`config.mk`:
```
export PLATFORM = sky130hd
export DESIGN_NAME = atp_dir
export DESIGN_NICKNAME = d
export VERILOG_FILES = /design/src/rtl/core/atp_pkg.sv /design/src/rtl/core/atp_dir.sv
export SDC_FILE = /design/constraint.sdc
export NUM_CORES = 2
export LEC_CHECK = 0
export BUFFER_PORTS_ARGS = -buffer_cell sky130_fd_sc_hd__buf_2
export CAP_MARGIN = 20
export CORE_UTILIZATION = 50
export CTS_CLUSTER_DIAMETER = 50
export CTS_CLUSTER_SIZE = 12
export DETAILED_ROUTE_END_ITERATION = 16
export GPL_ROUTABILITY_DRIVEN = 0
export PLACE_DENSITY = 0.68
export RECOVER_POWER = 50
export SETUP_SLACK_MARGIN = 0.02
export SKIP_LAST_GASP = 1
export SLEW_MARGIN = 20
export SYNTH_ARGS = -nofsm -noshare
export SYNTH_HDL_FRONTEND = slang
export SYNTH_SLANG_ARGS = --single-unit
```
`constraint.sdc`:
```
create_clock -name i_clk -period 8.5 [get_ports i_clk]
set_clock_uncertainty 0.2 [all_clocks]
set_input_delay 2.125 -clock i_clk [delete_from_list [all_inputs] [get_ports i_clk]]
set_output_delay 2.125 -clock i_clk [all_outputs]
set_load 0.05 [all_outputs]
```
`src/rtl/core/atp_pkg.sv`:
```
// Shared constants, types and the arctangent table for the tilt angle block.
`default_nettype none
package atp_pkg;

    localparam int SAMPLE_BITS  = 10;
    localparam int CORDIC_STEPS = 20;
    localparam int FRAC_XY      = 12;
    localparam int FRAC_ANG     = 16;
    localparam int MAP_W        = 11;
    localparam int NUM_W        = SAMPLE_BITS + 8;
    localparam int DEG_W        = 9;
    localparam int XY_W         = MAP_W + FRAC_XY + 2;
    localparam int Z_W          = 25;
    localparam int NUM_REGS     = 6;
    localparam int ADDR_W       = 5;

    localparam logic [2:0] REG_X_LO = 3'd0;
    localparam logic [2:0] REG_X_HI = 3'd1;
    localparam logic [2:0] REG_Y_LO = 3'd2;
    localparam logic [2:0] REG_Y_HI = 3'd3;
    localparam logic [2:0] REG_Z_LO = 3'd4;
    localparam logic [2:0] REG_Z_HI = 3'd5;

    typedef struct packed {
        logic [SAMPLE_BITS-1:0] lo;
        logic [SAMPLE_BITS-1:0] hi;
    } t_cal;

    typedef enum logic [1:0] {
        DM_ZERO,
        DM_EQ,
        DM_LT,
        DM_GT
    } t_dir_mode;

    function automatic logic signed [Z_W-1:0] atan_deg(input int idx);
        logic signed [Z_W-1:0] v;
        case (idx)
            0:  v = Z_W'(2949120);
            1:  v = Z_W'(1740967);
            2:  v = Z_W'(919879);
            3:  v = Z_W'(466945);
            4:  v = Z_W'(234379);
            5:  v = Z_W'(117304);
            6:  v = Z_W'(58666);
            7:  v = Z_W'(29335);
            8:  v = Z_W'(14668);
            9:  v = Z_W'(7334);
            10: v = Z_W'(3667);
            11: v = Z_W'(1833);
            12: v = Z_W'(917);
            13: v = Z_W'(458);
            14: v = Z_W'(229);
            15: v = Z_W'(115);
            16: v = Z_W'(57);
            17: v = Z_W'(29);
            18: v = Z_W'(14);
            19: v = Z_W'(7);
            20: v = Z_W'(4);
            21: v = Z_W'(2);
            22: v = Z_W'(1);
            default: v = '0;
        endcase
        return v;
    endfunction

endpackage
`default_nettype wire

```
`src/rtl/core/atp_dir.sv`:
```
// One angle lane: quadrant fold, pipelined vectoring CORDIC, degree assembly.
`default_nettype none
module atp_dir
    import atp_pkg::*;
(
    input  wire                        i_clk,
    input  wire                        i_rst_n,
    input  wire                        i_en,
    input  wire                        i_valid,
    input  wire  signed [MAP_W-1:0]    i_a,
    input  wire  signed [MAP_W-1:0]    i_b,
    output logic                       o_valid,
    output logic [DEG_W-1:0]           o_deg
);

    logic [MAP_W-1:0]  neg_a, neg_b, p, q;
    logic [DEG_W-1:0]  base;
    t_dir_mode         mode;

    assign neg_a = MAP_W'(-(MAP_W+1)'(i_a));
    assign neg_b = MAP_W'(-(MAP_W+1)'(i_b));

    always_comb begin
        if (i_a > 0 && i_b >= 0) begin
            p = i_a; q = i_b; base = DEG_W'(0);
        end else if (i_a <= 0 && i_b > 0) begin
            p = i_b; q = neg_a; base = DEG_W'(90);
        end else if (i_a < 0 && i_b <= 0) begin
            p = neg_a; q = neg_b; base = DEG_W'(180);
        end else begin
            p = neg_b; q = i_a; base = DEG_W'(270);
        end
        if ((i_a == 0 && i_b == 0) || q == 0) begin
            mode = DM_ZERO;
        end else if (q == p) begin
            mode = DM_EQ;
        end else if (q < p) begin
            mode = DM_LT;
        end else begin
            mode = DM_GT;
        end
        if (i_a == 0 && i_b == 0) begin
            base = '0;
        end
    end

    logic signed [XY_W-1:0] r_x    [CORDIC_STEPS+1];
    logic signed [XY_W-1:0] r_y    [CORDIC_STEPS+1];
    logic signed [Z_W-1:0]  r_z    [CORDIC_STEPS+1];
    t_dir_mode              r_mode [CORDIC_STEPS+1];
    logic [DEG_W-1:0]       r_base [CORDIC_STEPS+1];
    logic                   r_v    [CORDIC_STEPS+1];

    always_ff @(posedge i_clk) begin
        if (!i_rst_n) begin
            r_v[0] <= 1'b0;
        end else if (i_en) begin
            r_v[0] <= i_valid;
        end
        if (i_en) begin
            r_x[0]    <= $signed({(XY_W-MAP_W-FRAC_XY)'(0), (mode == DM_GT) ? q : p,
                                  FRAC_XY'(0)});
            r_y[0]    <= $signed({(XY_W-MAP_W-FRAC_XY)'(0), (mode == DM_GT) ? p : q,
                                  FRAC_XY'(0)});
            r_z[0]    <= '0;
            r_mode[0] <= mode;
            r_base[0] <= base;
        end
    end

    for (genvar i = 0; i < CORDIC_STEPS; i++) begin : g_cordic
        logic signed [XY_W-1:0] dx, dy;
        assign dx = r_y[i] >>> i;
        assign dy = r_x[i] >>> i;
        always_ff @(posedge i_clk) begin
            if (!i_rst_n) begin
                r_v[i+1] <= 1'b0;
            end else if (i_en) begin
                r_v[i+1] <= r_v[i];
            end
            if (i_en) begin
                if (!r_y[i][XY_W-1]) begin
                    r_x[i+1] <= r_x[i] + dx;
                    r_y[i+1] <= r_y[i] - dy;
                    r_z[i+1] <= r_z[i] + atan_deg(i);
                end else begin
                    r_x[i+1] <= r_x[i] - dx;
                    r_y[i+1] <= r_y[i] + dy;
                    r_z[i+1] <= r_z[i] - atan_deg(i);
                end
                r_mode[i+1] <= r_mode[i];
                r_base[i+1] <= r_base[i];
            end
        end
    end

    logic signed [Z_W-1:0] zs;
    logic [5:0]            f;
    logic [DEG_W-1:0]      t;
    logic [DEG_W-1:0]      sum;
    logic [DEG_W-1:0]      n_deg;

    always_comb begin
        zs = r_z[CORDIC_STEPS] >>> FRAC_ANG;
        if (r_z[CORDIC_STEPS] < 0) begin
            f = '0;
        end else if (zs > 44) begin
            f = 6'd44;
        end else begin
            f = zs[5:0];
        end
        case (r_mode[CORDIC_STEPS])
            DM_ZERO: t = '0;
            DM_EQ:   t = DEG_W'(45);
            DM_LT:   t = DEG_W'(f);
            default: t = DEG_W'(89) - DEG_W'(f);
        endcase
        sum   = r_base[CORDIC_STEPS] + t;
        n_deg = (sum > DEG_W'(359)) ? DEG_W'(359) : sum;
    end

    always_ff @(posedge i_clk) begin
        if (!i_rst_n) begin
            o_valid <= 1'b0;
        end else if (i_en) begin
            o_valid <= r_v[CORDIC_STEPS];
        end
        if (i_en) begin
            o_deg <= n_deg;
        end
    end

endmodule
`default_nettype wire

```
# After elaboration in Yosys (flattened, before gate mapping)

Memories as Yosys holds them, arrays and structs flattened. A register that Yosys moved wholly into a read port is not among the register bits.
Cells that the tools add are included.

Eq/ne operators: 4
Reductions and logical operators: 10
Magnitude comparators: 10
Bitwise gates (word level): 81
Mux-type cells: 224
$add $sub $neg: 123

Operators by type and width:

| cell                                      | number |
|---|---|
| 25-bit two-way mux                        | 60 |
| 1-bit two-way mux                         | 147 |
| 11-bit two-way mux                        | 8 |
| 1-bit OR                                  | 81 |
| 32-bit logical NOT                        | 2 |
| 25-bit by 10-bit adder with 25-bit output | 2 |
| 25-bit by 11-bit adder with 25-bit output | 2 |
| 25-bit by 12-bit adder with 25-bit output | 2 |
| 25-bit by 13-bit adder with 25-bit output | 2 |
| 25-bit by 14-bit adder with 25-bit output | 2 |
| 25-bit by 15-bit adder with 25-bit output | 2 |
| 25-bit by 16-bit adder with 25-bit output | 2 |
| 25-bit by 17-bit adder with 25-bit output | 2 |
| 25-bit by 18-bit adder with 25-bit output | 2 |
| 25-bit by 19-bit adder with 25-bit output | 2 |
| 25-bit by 20-bit adder with 25-bit output | 2 |
| 25-bit by 21-bit adder with 25-bit output | 2 |
| 25-bit by 22-bit adder with 25-bit output | 2 |
| 25-bit by 23-bit adder with 25-bit output | 2 |
| 25-bit by 24-bit adder with 25-bit output | 2 |
| 25-bit by 6-bit adder with 25-bit output  | 2 |
| 25-bit by 7-bit adder with 25-bit output  | 2 |
| 25-bit by 8-bit adder with 25-bit output  | 2 |
| 25-bit by 9-bit adder with 25-bit output  | 2 |
| other kinds (84)                          | 116 |

Memories: 6
Bits in registers: 9
Input bits: 26
Bits in writable memories: 1827

Memories:

| memory | words | width | read ports | clocked after Yosys merged registers in | write ports | RTL line      | source |
|---|---|---|---|---|---|---|---|
| r_x    | 21    | 25    | 20         | 0                                       | 21          | atp_dir.sv:47 | `logic signed [XY_W-1:0] r_x [CORDIC_STEPS+1];` |
| r_y    | 21    | 25    | 20         | 0                                       | 21          | atp_dir.sv:48 | `logic signed [XY_W-1:0] r_y [CORDIC_STEPS+1];` |
| r_z    | 21    | 25    | 21         | 0                                       | 21          | atp_dir.sv:49 | `logic signed [Z_W-1:0] r_z [CORDIC_STEPS+1];` |
| r_base | 21    | 9     | 21         | 0                                       | 21          | atp_dir.sv:51 | `logic [DEG_W-1:0] r_base [CORDIC_STEPS+1];` |
| r_mode | 21    | 2     | 21         | 0                                       | 21          | atp_dir.sv:50 | `t_dir_mode r_mode [CORDIC_STEPS+1];` |
| r_v    | 21    | 1     | 21         | 1                                       | 21          | atp_dir.sv:52 | `logic r_v [CORDIC_STEPS+1];` |

# Depth between registers and ports, before layout

Depth in word-level cells: 11
Mapped depth: 22

# Worst setup path after synthesis

No wires, ideal clock.

Path type: input -> register
Start: in i_en
End: mem r_x[11][22] (netlist bit), data pin
Stages: 20
Buffers on the path: 5
Data arrival time: 6557 ps
Setup slack: 1485 ps
Cell sequence: clkbuf_1 -> buf_2 -> buf_1 -> buf_1 -> nand2_1 -> inv_1 -> buf_1 -> nor2_1 -> xnor2_1 -> ha_1 -> a21o_1 -> a21oi_1 -> o21ai_0 -> a31o_2 -> a41oi_1 -> o211ai_1 -> o41ai_1 -> o2111ai_1 -> a21oi_1 -> xnor2_1

RTL lines:

| element         | RTL line      | source |
|---|---|---|
| start, declared | atp_dir.sv:8  | `input wire i_en,` |
| end, declared   | atp_dir.sv:47 |  |

==> impl_results.md <==
* Post-Synthesis Cell Area at ~110000 um^2
* Remaining number of nets flagged by the antenna check after routing at 0
* Clock H-tree levels at 4
* Leading register cell type out of synthesis: edfxtp_1
* CTS sink cnt at around 1400
* Summed negative setup slack over all endpoints at 0 ns
* Measured slew at the worst slew-check pin at 4.12 ns
* Most common cell after layout, fill and taps aside: edfxtp_1
* Buffers added on ports at 35
* Met1 capacity usage during global routing at between 20% and 30%
* Shortest period the worst path allows at 7.48 ns
* Cell row count at around 170
* Share of final-layout standard cells stronger than drive strength 1 at 3.96%
* Routed vias/inst at 5.91
* Maximum number of pins on one net before global-route repair at 86
* Clk_lat worst skew at ~0.83 ns
* Unrepaired setup endpoints after global routing: no
* Relative slew slack at -174%
* Quantity of gates resized following cts at 0
* Worst Slack Setup Final at ~1.0 ns
* Final clock period utilization by the worst path at slightly below 90%
* P&R area growth vs syn at 8.55%
* DRC violations left at 0
* Number of hold-slack violations in the final timing report at 0
* Run status: finished, violations left
* Number of top-level pins at 36
* Number of synthesized flops with an enable pin at 1435
* Initial core utilization at between 50 and 60%
* Die area at 217000 um^2
* Violated checks: max-capacitance violations, max-slew violations
* Gate count of the mapped netlist at approximately 11000
* Most crowded layer after global routing: met2
* Clock-pin transition on the worst setup and hold timing paths at approximately 0.06 ns
* Largest fanout on the critical path at 76
* Unique masters post-synth at 93
* CTS hold repair buffers at 0
* # nets final at between 10000 and 15000
* GRT Residual Overflow at 0
* Path class of the lowest-slack min-delay path: register to register
* Number of buffers added by the clock tree synthesis step at 176
* Routed len/inst at approximately 18 um
* Dpl ws at around 1.1 ns
* Area of the core at 213000 um^2
* Met3 demand-to-capacity share in global routing at between 2 and 3%
* Final setup violation count at 0
* Die H at roughly 470 um
* Vias in the first global route at between 70000 and 80000
* Most used cells in the layout excluding fill and tap cells: 1435 x edfxtp_1, 1242 x ha_1, 965 x xnor2_1
* Critical path class: input pin to register
* Sequential area share after synthesis at roughly two fifths
* Yosys warnings at 0
* Drt initial violations at 5908
* Kind of start point of the critical path: input pin
* Placed insts at roughly 13000
* Total routing usage reported by global routing at roughly 22%
* Antenna violations before repair at 3
* Post-route insts no fill at roughly 14000
* Post-Route WL at 246000 um
* Number of vias after detailed routing at a little over 80000
* Die outline width at around 470 um
* First-pass GRT wire length at approximately 400000 um
* Mean Syn Cell Area at 10.1 um^2
* Critical path data required time at ~9 ns
* Proportion of synthesized flip-flops having asynchronous set or reset at 0%
* Count of final max-slew check failures at just over 700
* 1st-pass router iterations at 6
* Maximum clock insertion buffer count at 3
* Library cell used as clock root buffer: clkbuf_16
* Critical path arrival at 7.85 ns
* Met2 track demand over resource in global routing at a little under two fifths
* Upper clock frequency limit at around 130 MHz
* Count of buffers added by post-CTS timing repair for setup at 0
* Syn_nets at ~12000
* Worst Setup End Kind: register
* Clock tree from TritonCTS: done
* Max-capacitance violation count at 16
* Sum of net half-perimeters after detailed placement at 190000 um
* #FFs+latches synth at approximately 1400
## metrics by stage
stage	utilization [%]	cell area [um^2]	hold slack, ns
global placement	52.2	111000	0.201
finish	54.8	117000	0.202
floorplan	-	107000	0.200
detailed placement	52.2	111000	0.205
global route	54.8	117000	0.217
CTS	54.9	117000	0.211
## final timing paths
kind	startpoint	to	slack, ns	cells past startpoint
max	i_en	r_z[0][123]	1.02	18
min	r_base[10][2]	r_base[11][2]	0.20	0
max reg2reg	r_y[0][99]	r_z[0][123]	1.94	17
min reg2reg	r_base[10][2]	r_base[11][2]	0.20	0
## logic make-up after synthesis
logic type | after synthesis | share of synthesized area (%)
AO/OA/AOI/OAI | 2925 | 17.4
XOR/XNOR | 1448 | 11.8
adder cells (fa/ha/maj) | 1284 | 15.2
buffers and inverters | 652 | 2.31
flip-flops | 1437 | 40.1
multiplexers | 67 | 0.646
AND/OR/NAND/NOR | 2781 | 12.5
## synth_stat cells (42+ instances only)
| library cell | count | area (um^2) |
|---|---|---|
| a211oi_1 | 87 | 653 |
| a21o_1 | 348 | 2610 |
| a21oi_1 | 896 | 4480 |
| a31oi_1 | 84 | 526 |
| and2_1 | 54 | 338 |
| and3_1 | 133 | 832 |
| clkbuf_1 | 131 | 492 |
| edfxtp_1 | 1435 | 43100 |
| fa_1 | 42 | 841 |
| ha_1 | 1242 | 15500 |
| inv_1 | 473 | 1780 |
| mux2i_1 | 51 | 510 |
| nand2_1 | 647 | 2430 |
| nand2b_1 | 139 | 870 |
| nand3_1 | 200 | 1000 |
| nand4_1 | 66 | 413 |
| nor2_1 | 789 | 2960 |
| nor2b_1 | 133 | 832 |
| nor3_1 | 308 | 1540 |
| nor4_1 | 66 | 413 |
| o211ai_1 | 49 | 368 |
| o21a_1 | 138 | 1040 |
| o21ai_0 | 596 | 2980 |
| o21bai_1 | 152 | 1140 |
| o31ai_1 | 120 | 901 |
| o41ai_1 | 83 | 727 |
| or3_1 | 92 | 576 |
| xnor2_1 | 965 | 8450 |
| xor2_1 | 482 | 4220 |
## per-layer routing
metal,up-vias,part of all wire (%)
met1,38100,43
met4,0,4.3
met5,-,0
met3,574,4.8
met2,2194,48
li1,39700,-
## state kept, by name, summed over array words and instances (netlist names)
name,count
o_deg,9
o_valid,1
r_base,126
r_mode,42
r_v,21
r_x,399
r_y,420
r_z,419
## cell type report
| cell class | instances | area (um^2) |
|---|---|---|
| timing repair buffer | 97 | 541 |
| tap | 2821 | 3530 |
| sequential | 1437 | 43100 |
| fill | 18300 | 96100 |
| clock inverter | 102 | 1240 |
| clock buffer | 196 | 4520 |
| antenna | 1 | 2.50 |
| inverter | 486 | 1820 |
| multi-input combinational | 8505 | 61800 |
## critical path, stage by stage
cell      delay, ns
buf_12         0.15
nand2_1        0.11
clkbuf_1       0.97
inv_1          0.60
clkbuf_1       0.75
ha_1           0.48
inv_1          0.07
fa_1           0.21
nor2b_1        0.07
o31a_1         0.27
o41ai_1        0.46
a31oi_1        0.29
a211oi_1       0.43
o21ai_0        0.22
a21o_1         0.23
nand4_1        0.09
nand3b_1       0.09
xor2_1         0.16
Power is left out: the tool's default activity adds up to more than one toggle a clock period on the data nets, which glitch-free logic cannot reach.
