**config.mk**
```make
export PLATFORM = sky130hd
export DESIGN_NAME = atp_map
export DESIGN_NICKNAME = d
export VERILOG_FILES = /design/src/rtl/core/atp_pkg.sv /design/src/rtl/core/atp_map.sv
export SDC_FILE = /design/constraint.sdc
export NUM_CORES = 1
export LEC_CHECK = 0
export BUFFER_PORTS_ARGS = -buffer_cell sky130_fd_sc_hd__buf_4
export CAP_MARGIN = 25
export CORE_UTILIZATION = 53
export DETAILED_ROUTE_END_ITERATION = 10
export PLACE_DENSITY = 0.72
export SKIP_CTS_REPAIR_TIMING = 1
export SLEW_MARGIN = 20
export SYNTH_ARGS = -nofsm -noshare
export SYNTH_HDL_FRONTEND = slang
export SYNTH_SLANG_ARGS = --single-unit
```
**constraint.sdc**
```tcl
create_clock -name i_clk -period 5.7 [get_ports i_clk]
set_clock_uncertainty 0.1 [all_clocks]
set_input_delay 0.285 -clock i_clk [delete_from_list [all_inputs] [get_ports i_clk]]
set_output_delay 0.285 -clock i_clk [all_outputs]
set_load 0.01 [all_outputs]
```
**src/rtl/core/atp_pkg.sv**
```systemverilog
// Shared constants, types and the arctangent table for the tilt angle block.
`default_nettype none
package atp_pkg;

    localparam int SAMPLE_BITS  = 10;
    localparam int CORDIC_STEPS = 20;
    localparam int FRAC_XY      = 12;
    localparam int FRAC_ANG     = 16;
    localparam int MAP_W        = 11;
    localparam int NUM_W        = SAMPLE_BITS + 8;
    localparam int DEG_W        = 9;
    localparam int XY_W         = MAP_W + FRAC_XY + 2;
    localparam int Z_W          = 25;
    localparam int NUM_REGS     = 6;
    localparam int ADDR_W       = 5;

    localparam logic [2:0] REG_X_LO = 3'd0;
    localparam logic [2:0] REG_X_HI = 3'd1;
    localparam logic [2:0] REG_Y_LO = 3'd2;
    localparam logic [2:0] REG_Y_HI = 3'd3;
    localparam logic [2:0] REG_Z_LO = 3'd4;
    localparam logic [2:0] REG_Z_HI = 3'd5;

    typedef struct packed {
        logic [SAMPLE_BITS-1:0] lo;
        logic [SAMPLE_BITS-1:0] hi;
    } t_cal;

    typedef enum logic [1:0] {
        DM_ZERO,
        DM_EQ,
        DM_LT,
        DM_GT
    } t_dir_mode;

    function automatic logic signed [Z_W-1:0] atan_deg(input int idx);
        logic signed [Z_W-1:0] v;
        case (idx)
            0:  v = Z_W'(2949120);
            1:  v = Z_W'(1740967);
            2:  v = Z_W'(919879);
            3:  v = Z_W'(466945);
            4:  v = Z_W'(234379);
            5:  v = Z_W'(117304);
            6:  v = Z_W'(58666);
            7:  v = Z_W'(29335);
            8:  v = Z_W'(14668);
            9:  v = Z_W'(7334);
            10: v = Z_W'(3667);
            11: v = Z_W'(1833);
            12: v = Z_W'(917);
            13: v = Z_W'(458);
            14: v = Z_W'(229);
            15: v = Z_W'(115);
            16: v = Z_W'(57);
            17: v = Z_W'(29);
            18: v = Z_W'(14);
            19: v = Z_W'(7);
            20: v = Z_W'(4);
            21: v = Z_W'(2);
            22: v = Z_W'(1);
            default: v = '0;
        endcase
        return v;
    endfunction

endpackage
`default_nettype wire

```
**src/rtl/core/atp_map.sv**
```systemverilog
// One axis lane: calibrated linear map with a pipelined restoring divider.
`default_nettype none
module atp_map
    import atp_pkg::*;
(
    input  wire                        i_clk,
    input  wire                        i_rst_n,
    input  wire                        i_en,
    input  wire                        i_valid,
    input  wire  [SAMPLE_BITS-1:0]     i_sample,
    input  t_cal                       i_cal,
    output logic                       o_valid,
    output logic signed [MAP_W-1:0]    o_value
);

    localparam logic signed [NUM_W:0]   MUL_K  = (NUM_W+1)'(200);
    localparam logic signed [NUM_W+1:0] OFS    = (NUM_W+2)'(100);
    localparam logic signed [NUM_W+1:0] SAT_LO = -(NUM_W+2)'(2**(MAP_W-1));
    localparam logic signed [NUM_W+1:0] SAT_HI = (NUM_W+2)'(2**(MAP_W-1) - 1);

    logic signed [SAMPLE_BITS:0] diff;
    logic signed [NUM_W:0]       prod;
    logic                        empty;

    logic [NUM_W-1:0]       r_num   [NUM_W+1];
    logic [SAMPLE_BITS-1:0] r_rem   [NUM_W+1];
    logic [SAMPLE_BITS-1:0] r_d     [NUM_W+1];
    logic                   r_neg   [NUM_W+1];
    logic                   r_empty [NUM_W+1];
    logic                   r_v     [NUM_W+1];

    assign diff  = $signed({1'b0, i_sample}) - $signed({1'b0, i_cal.lo});
    assign prod  = (NUM_W+1)'(diff) * MUL_K;
    assign empty = i_cal.lo >= i_cal.hi;

    always_ff @(posedge i_clk) begin
        if (!i_rst_n) begin
            r_v[0] <= 1'b0;
        end else if (i_en) begin
            r_v[0] <= i_valid;
        end
        if (i_en) begin
            r_neg[0]   <= prod[NUM_W];
            r_num[0]   <= prod[NUM_W] ? NUM_W'(-prod) : prod[NUM_W-1:0];
            r_rem[0]   <= '0;
            r_empty[0] <= empty;
            r_d[0]     <= empty ? SAMPLE_BITS'(1) : i_cal.hi - i_cal.lo;
        end
    end

    for (genvar k = 0; k < NUM_W; k++) begin : g_div
        logic [SAMPLE_BITS:0] tmp;
        logic                 ge;
        assign tmp = {r_rem[k], r_num[k][NUM_W-1]};
        assign ge  = tmp >= {1'b0, r_d[k]};
        always_ff @(posedge i_clk) begin
            if (!i_rst_n) begin
                r_v[k+1] <= 1'b0;
            end else if (i_en) begin
                r_v[k+1] <= r_v[k];
            end
            if (i_en) begin
                r_rem[k+1]   <= ge ? SAMPLE_BITS'(tmp - {1'b0, r_d[k]})
                                   : tmp[SAMPLE_BITS-1:0];
                r_num[k+1]   <= {r_num[k][NUM_W-2:0], ge};
                r_d[k+1]     <= r_d[k];
                r_neg[k+1]   <= r_neg[k];
                r_empty[k+1] <= r_empty[k];
            end
        end
    end

    logic signed [NUM_W+1:0] sq;
    logic signed [NUM_W+1:0] m;
    logic signed [MAP_W-1:0] n_value;

    always_comb begin
        sq = $signed({2'b00, r_num[NUM_W]});
        if (r_neg[NUM_W]) begin
            sq = -sq;
        end
        m = sq - OFS;
        if (r_empty[NUM_W]) begin
            n_value = '0;
        end else if (m < SAT_LO) begin
            n_value = SAT_LO[MAP_W-1:0];
        end else if (m > SAT_HI) begin
            n_value = SAT_HI[MAP_W-1:0];
        end else begin
            n_value = m[MAP_W-1:0];
        end
    end

    always_ff @(posedge i_clk) begin
        if (!i_rst_n) begin
            o_valid <= 1'b0;
        end else if (i_en) begin
            o_valid <= r_v[NUM_W];
        end
        if (i_en) begin
            o_value <= n_value;
        end
    end

endmodule
`default_nettype wire

```
Word level (Yosys, flattened, before mapping)

Memory sizes are Yosys's and may differ from the RTL's. A register that Yosys moved wholly into a read port is not among the register bits.
Index checks and enable logic that the tools add are counted.

Register bits after elaboration: 11
Input port bits: 34
Bits in writable memories: 779
Memories: 6

Reduce and logical (&&, ||, !) cells: 2
$lt $le $gt $ge: 21
Multiply operators: 1
$add $sub $neg: 23
Bitwise operators: 19
Multiplexer cells: 47

Memory list:

| name    | words | width | read ports | clocked after memory_dff | write ports | RTL line      | RTL |
|---|---|---|---|---|---|---|---|
| r_num   | 19    | 18    | 19         | 0                        | 19          | atp_map.sv:25 | `logic [NUM_W-1:0] r_num [NUM_W+1];` |
| r_d     | 19    | 10    | 18         | 0                        | 19          | atp_map.sv:27 | `logic [SAMPLE_BITS-1:0] r_d [NUM_W+1];` |
| r_rem   | 19    | 10    | 18         | 0                        | 19          | atp_map.sv:26 | `logic [SAMPLE_BITS-1:0] r_rem [NUM_W+1];` |
| r_empty | 19    | 1     | 19         | 0                        | 19          | atp_map.sv:29 | `logic r_empty [NUM_W+1];` |
| r_neg   | 19    | 1     | 19         | 0                        | 19          | atp_map.sv:28 | `logic r_neg [NUM_W+1];` |
| r_v     | 19    | 1     | 19         | 1                        | 19          | atp_map.sv:30 | `logic r_v [NUM_W+1];` |

Operators with widths:

| cell                                                            | number |
|---|---|
| >= comparator 11 x 10 -> 1 bit                                  | 18 |
| two-way mux 10 bit                                              | 19 |
| subtractor 10 bit                                               | 19 |
| two-way mux 1 bit                                               | 24 |
| two-way mux 11 bit                                              | 2 |
| greater-than comparator 20 x 11 -> 1 bit, second input constant | 1 |
| less-than comparator 20 x 11 -> 1 bit, second input constant    | 1 |
| two-way mux 20 bit                                              | 1 |
| negator 18 -> 20 bit                                            | 1 |
| subtractor 20 x 8 -> 20 bit, second input constant              | 1 |
| OR 1 bit                                                        | 19 |
| two-way mux 18 bit                                              | 1 |
| negator 18 bit                                                  | 1 |
| multiplier 11 x 6 -> 16 bit, second input constant              | 1 |
| subtractor 10 x 10 -> 11 bit                                    | 1 |
| >= comparator 10 bit                                            | 1 |
| OR reduction 2 bit                                              | 1 |
| logical NOT 1 bit                                               | 1 |

Longest topological paths before layout

An unclocked memory read counts as a cell.

Word-level depth: 7
Depth in mapped cells: 24
Mapped depth without buffers: 24

Least setup slack after synthesis

No wires, ideal clock.

Path kind: input to register
Start point: input i_sample[0]
End point: memory r_num[0][7] (netlist name), data pin
Stages: 21
Slack: 0.358 ns
Data required time: 5.341 ns
Library setup time: 0.259 ns
Buffers on the path: 0
Arrival: 4.983 ns
Path through: inv_1 > ha_1 > inv_1 > fa_1 > a21o_1 > a21oi_1 > o21bai_1 > a21oi_1 > o21ai_0 > xor2_1 > ha_1 > fa_1 > ha_1 > ha_1 > a21oi_1 > o21ai_0 > a31o_2 > xnor2_1 > clkinv_1 > o21ai_0 > xnor2_1

RTL lines:

| element     | RTL line      | RTL |
|---|---|---|
| from (decl) | atp_map.sv:10 | `input wire [SAMPLE_BITS-1:0] i_sample,` |
| to (decl)   | atp_map.sv:25 |  |

==> impl_metrics.env <==
export IMPL_status="finished, final reports clean"
export IMPL_startpoint_type="input port"
export IMPL_crit_top_cell="ha_1"
export IMPL_synth_simple_area_share=0.0732
export IMPL_grt_ovfl_total=0
export IMPL_crit_fanout=10
export IMPL_syn_to_final_growth_pct=11.2
export IMPL_dieArea_sq_um=64900
export IMPL_cp_top_family="compound AO/OA/AOI/OAI gates"
export IMPL_fin_util=0.596
export IMPL_drive_above_1_share=0.120
export IMPL_worst_slew_pin_slew_ps=1050
export IMPL_hpwl_um=40000
export IMPL_synth_nets=2745
export IMPL_hold_violations=0
export IMPL_power_per_cell_area_nw_per_um2=475
export IMPL_clock_sinks=710
export IMPL_required_ps=5940
export IMPL_synthAdderAreaFrac=0.0991
export IMPL_synth_compound_area_share=0.0696
export IMPL_yosys_warnings=0
export IMPL_synth_xor_area_frac=0.0402
export IMPL_layout_cells_non_filler=3462
export IMPL_io_pins=46
export IMPL_p_leak_nw=15.0
export IMPL_synth_top_cell_area_share=0.628
export IMPL_hp_class="in -> reg"
export IMPL_post_drt_wl_per_cell_um=16.5
export IMPL_drtPass1Iterations=6
export IMPL_vias=18700
export IMPL_grt_antenna_before_repair=0
export IMPL_start_util=0.537
export IMPL_antenna_cells=0
export IMPL_cts_root_buf="clkbuf_16"
export IMPL_ys_async_sr_fraction=0
export IMPL_worstHoldEndpoint="r_num[18][14]"
export IMPL_htreeDepth=3
export IMPL_ys_types=77
export IMPL_clock_path_buffers=3
export IMPL_ys_seq_elements=710
export IMPL_path_cells="buf_4 > inv_1 > ha_1 > nor2b_1 > o21ai_0 > a21boi_0 > o21a_1 > nor2_1 > o21a_1 > o311ai_1 > ha_1 > fa_1 > ha_1 > ha_1 > a21oi_1 > o21ai_0 > a31o_2 > xnor2_1 > clkinv_1 > o31ai_1 > xnor2_1"
export IMPL_syn_avg_cell_area_sq_um=13.8
export IMPL_cts_clk_slew_worst_paths_ps=60
export IMPL_core_area_sq_um=63100
export IMPL_synth_top_family_by_area="adder cells"
export IMPL_critPathArrivalTime_ps=5270
export IMPL_clk_latency_ps=620
export IMPL_core_rowCount=92
export IMPL_min_path_cells=1
export IMPL_regToRegStartpoint="r_num[18][0]"
export IMPL_die_w_um=255
export IMPL_crit_path_end_kind="register"
export IMPL_grt_max_degree=194
export IMPL_irDropWorstVdd_v=0.000235
export IMPL_critPathKind="in -> reg"
export IMPL_r2r_end="o_value[8]"
export IMPL_rsz0062_at_grt="false"
export IMPL_finalNetCount=2851
export IMPL_yosysTopAreaCell="edfxtp_1"
export IMPL_synth_mux_area_frac=0.0485
export IMPL_yosys_top_cells_area="edfxtp_1 63%, ha_1 8.6%, mux2_2 3.7%, inv_1 3.4%, xnor2_1 2.4%"
export IMPL_fmax_ghz=0.199
export IMPL_grt_pass1_wl_um=93300
export IMPL_drt_iter0_markers=1345
export IMPL_final_max_slew_viol_count=0
export IMPL_cts_made_buffers=74
export IMPL_fillers=4823
export IMPL_fin_crit_sh=0.883
export IMPL_ys_seq_area_frac=0.629
export IMPL_ff2ff_setup_slack_ps=1410
export IMPL_via_per_inst=5.39
export IMPL_synth_cells=2456
export IMPL_slew_headroom=0.302
export IMPL_portBuffers=45
export IMPL_grt_pass1_vias=18900
export IMPL_cts_tree="built"
export IMPL_setup_viol=0
export IMPL_grtUsageTotal=0.180
export IMPL_synthFlopType="edfxtp_1"
export IMPL_crit_buf_inv=3
export IMPL_tns_ps=0
export IMPL_ant_nets=0
export IMPL_drt_wl_total_um=57100
export IMPL_synth_edff_count=708
export IMPL_cpPeakStageDelay_ps=690
export IMPL_dp_cells=3325
export IMPL_netlist_area_sq_um=33900
export IMPL_worstHoldStart="i_en"
export IMPL_slowest_stage="o311ai_1"
export IMPL_fin_crit_ps=5030
export IMPL_gp_congestion=0.881
export IMPL_ff2ff_path_depth=12
export IMPL_drv_cap=0
export IMPL_drc=0
export IMPL_dieHeight_um=255
==> registers in the layout, indices dropped and copies added, names as in the netlist <==
| signal | cells |
|---|---|
| r_num | 291 |
| r_empty | 19 |
| r_rem | 170 |
| o_valid | 1 |
| r_v | 19 |
| r_d | 180 |
| r_neg | 19 |
| o_value | 11 |
==> final cells by class <==
type / count / area [sq um] / area share
flip-flops and latches: 710 / 21300 / 0.566
repair buffers: 65 / 542 / 0.0144
clock inverters: 40 / 378 / 0.0100
clock buffers: 90 / 1980 / 0.0525
inverters: 312 / 1170 / 0.0311
multi-input cells: 1399 / 11200 / 0.298
well taps: 846 / 1060 / 0.0281
==> metal layers <==
layer	track usage	wire, um
met4	0.0737	1710
met1	0.215	24000
met2	0.325	29500
met3	0.0263	1890
met5	0	0
==> cell families (layout without fill, tap and decap cells) <==
logic type,after synthesis,count (layout)
muxes,150,150
and+or+nand+nor,476,476
buffers and inverters,347,507
adders and majority gates,255,255
DFF,710,710
xor gates and xnor gates,152,152
AOI/OAI and AO/OA,366,366
==> power by group <==
part	internal, mW	switching, mW
logic	2.66	2.98
clock network	2.75	1.91
registers	7.13	0.445
total	12.5	5.34
==> synthesized netlist by cell type (all sizes together), types with 5 or more instances <==
| library cell | number |
|---|---|
| or3 | 8 |
| mux2i | 38 |
| fa | 22 |
| or2 | 7 |
| a311o | 12 |
| and2 | 19 |
| edfxtp | 708 |
| nand2 | 124 |
| a21boi | 31 |
| mux2 | 112 |
| xnor2 | 92 |
| nor2 | 103 |
| xor2 | 60 |
| nor4 | 17 |
| a21o | 27 |
| buf | 10 |
| o21bai | 6 |
| clkbuf | 25 |
| inv | 311 |
| a221oi | 16 |
| nor2b | 56 |
| o21ai | 112 |
| or4 | 8 |
| a31oi | 5 |
| nand2b | 27 |
| nand4 | 38 |
| and3 | 21 |
| o31ai | 22 |
| a21oi | 104 |
| nor3 | 18 |
| nand3 | 17 |
| ha | 233 |
==> per-stage QoR <==
stage	hold WS (ps)	worst slack [ps]	power (mW)	instance area, sq um
after floorplan	297	358	11.9	33900
after global placement	300	23.8	13.0	35200
after detailed placement	305	-32.8	13.3	35200
after CTS	-117	609	18.0	37600
after global routing	125	117	19.0	37600
final	98.0	667	17.9	37600
==> how the worst max path moves through the flow <==
stage	cells past startpoint	from	slack, ps	to
3_3_place_gp	21	i_cal[11]	20	r_num[0][7]
2_1_floorplan	21	i_sample[0]	360	r_num[0][7]
5_1_grt	21	i_cal[11]	120	r_num[0][16]
3_5_place_dp	21	i_cal[11]	-30	r_num[0][16]
4_1_cts	21	i_cal[11]	610	r_num[0][16]
6_report	21	i_cal[11]	670	r_num[0][16]
==> layout by cell type, fill, tap and decap left out, drive strengths merged, types with 4 or more instances in the layout <==
| cell | count |
|---|---|
| edfxtp | 708 |
| inv | 315 |
| ha | 233 |
| nand2 | 124 |
| mux2 | 112 |
| o21ai | 112 |
| a21oi | 104 |
| nor2 | 103 |
| xnor2 | 92 |
| clkbuf | 90 |
| buf | 62 |
| xor2 | 60 |
| nor2b | 56 |
| mux2i | 38 |
| nand4 | 38 |
| a21boi | 31 |
| clkinv | 29 |
| a21o | 27 |
| nand2b | 27 |
| fa | 22 |
| o31ai | 22 |
| and3 | 21 |
| and2 | 19 |
| nor3 | 18 |
| nand3 | 17 |
| nor4 | 17 |
| a221oi | 16 |
| a311o | 12 |
| or3 | 8 |
| or4 | 8 |
| or2 | 7 |
| bufinv | 6 |
| o21bai | 6 |
| a31oi | 5 |
| o21a | 4 |
| o211ai | 4 |
| o22ai | 4 |
| o41ai | 4 |
Note: power is estimated with default switching activity, not from simulation.
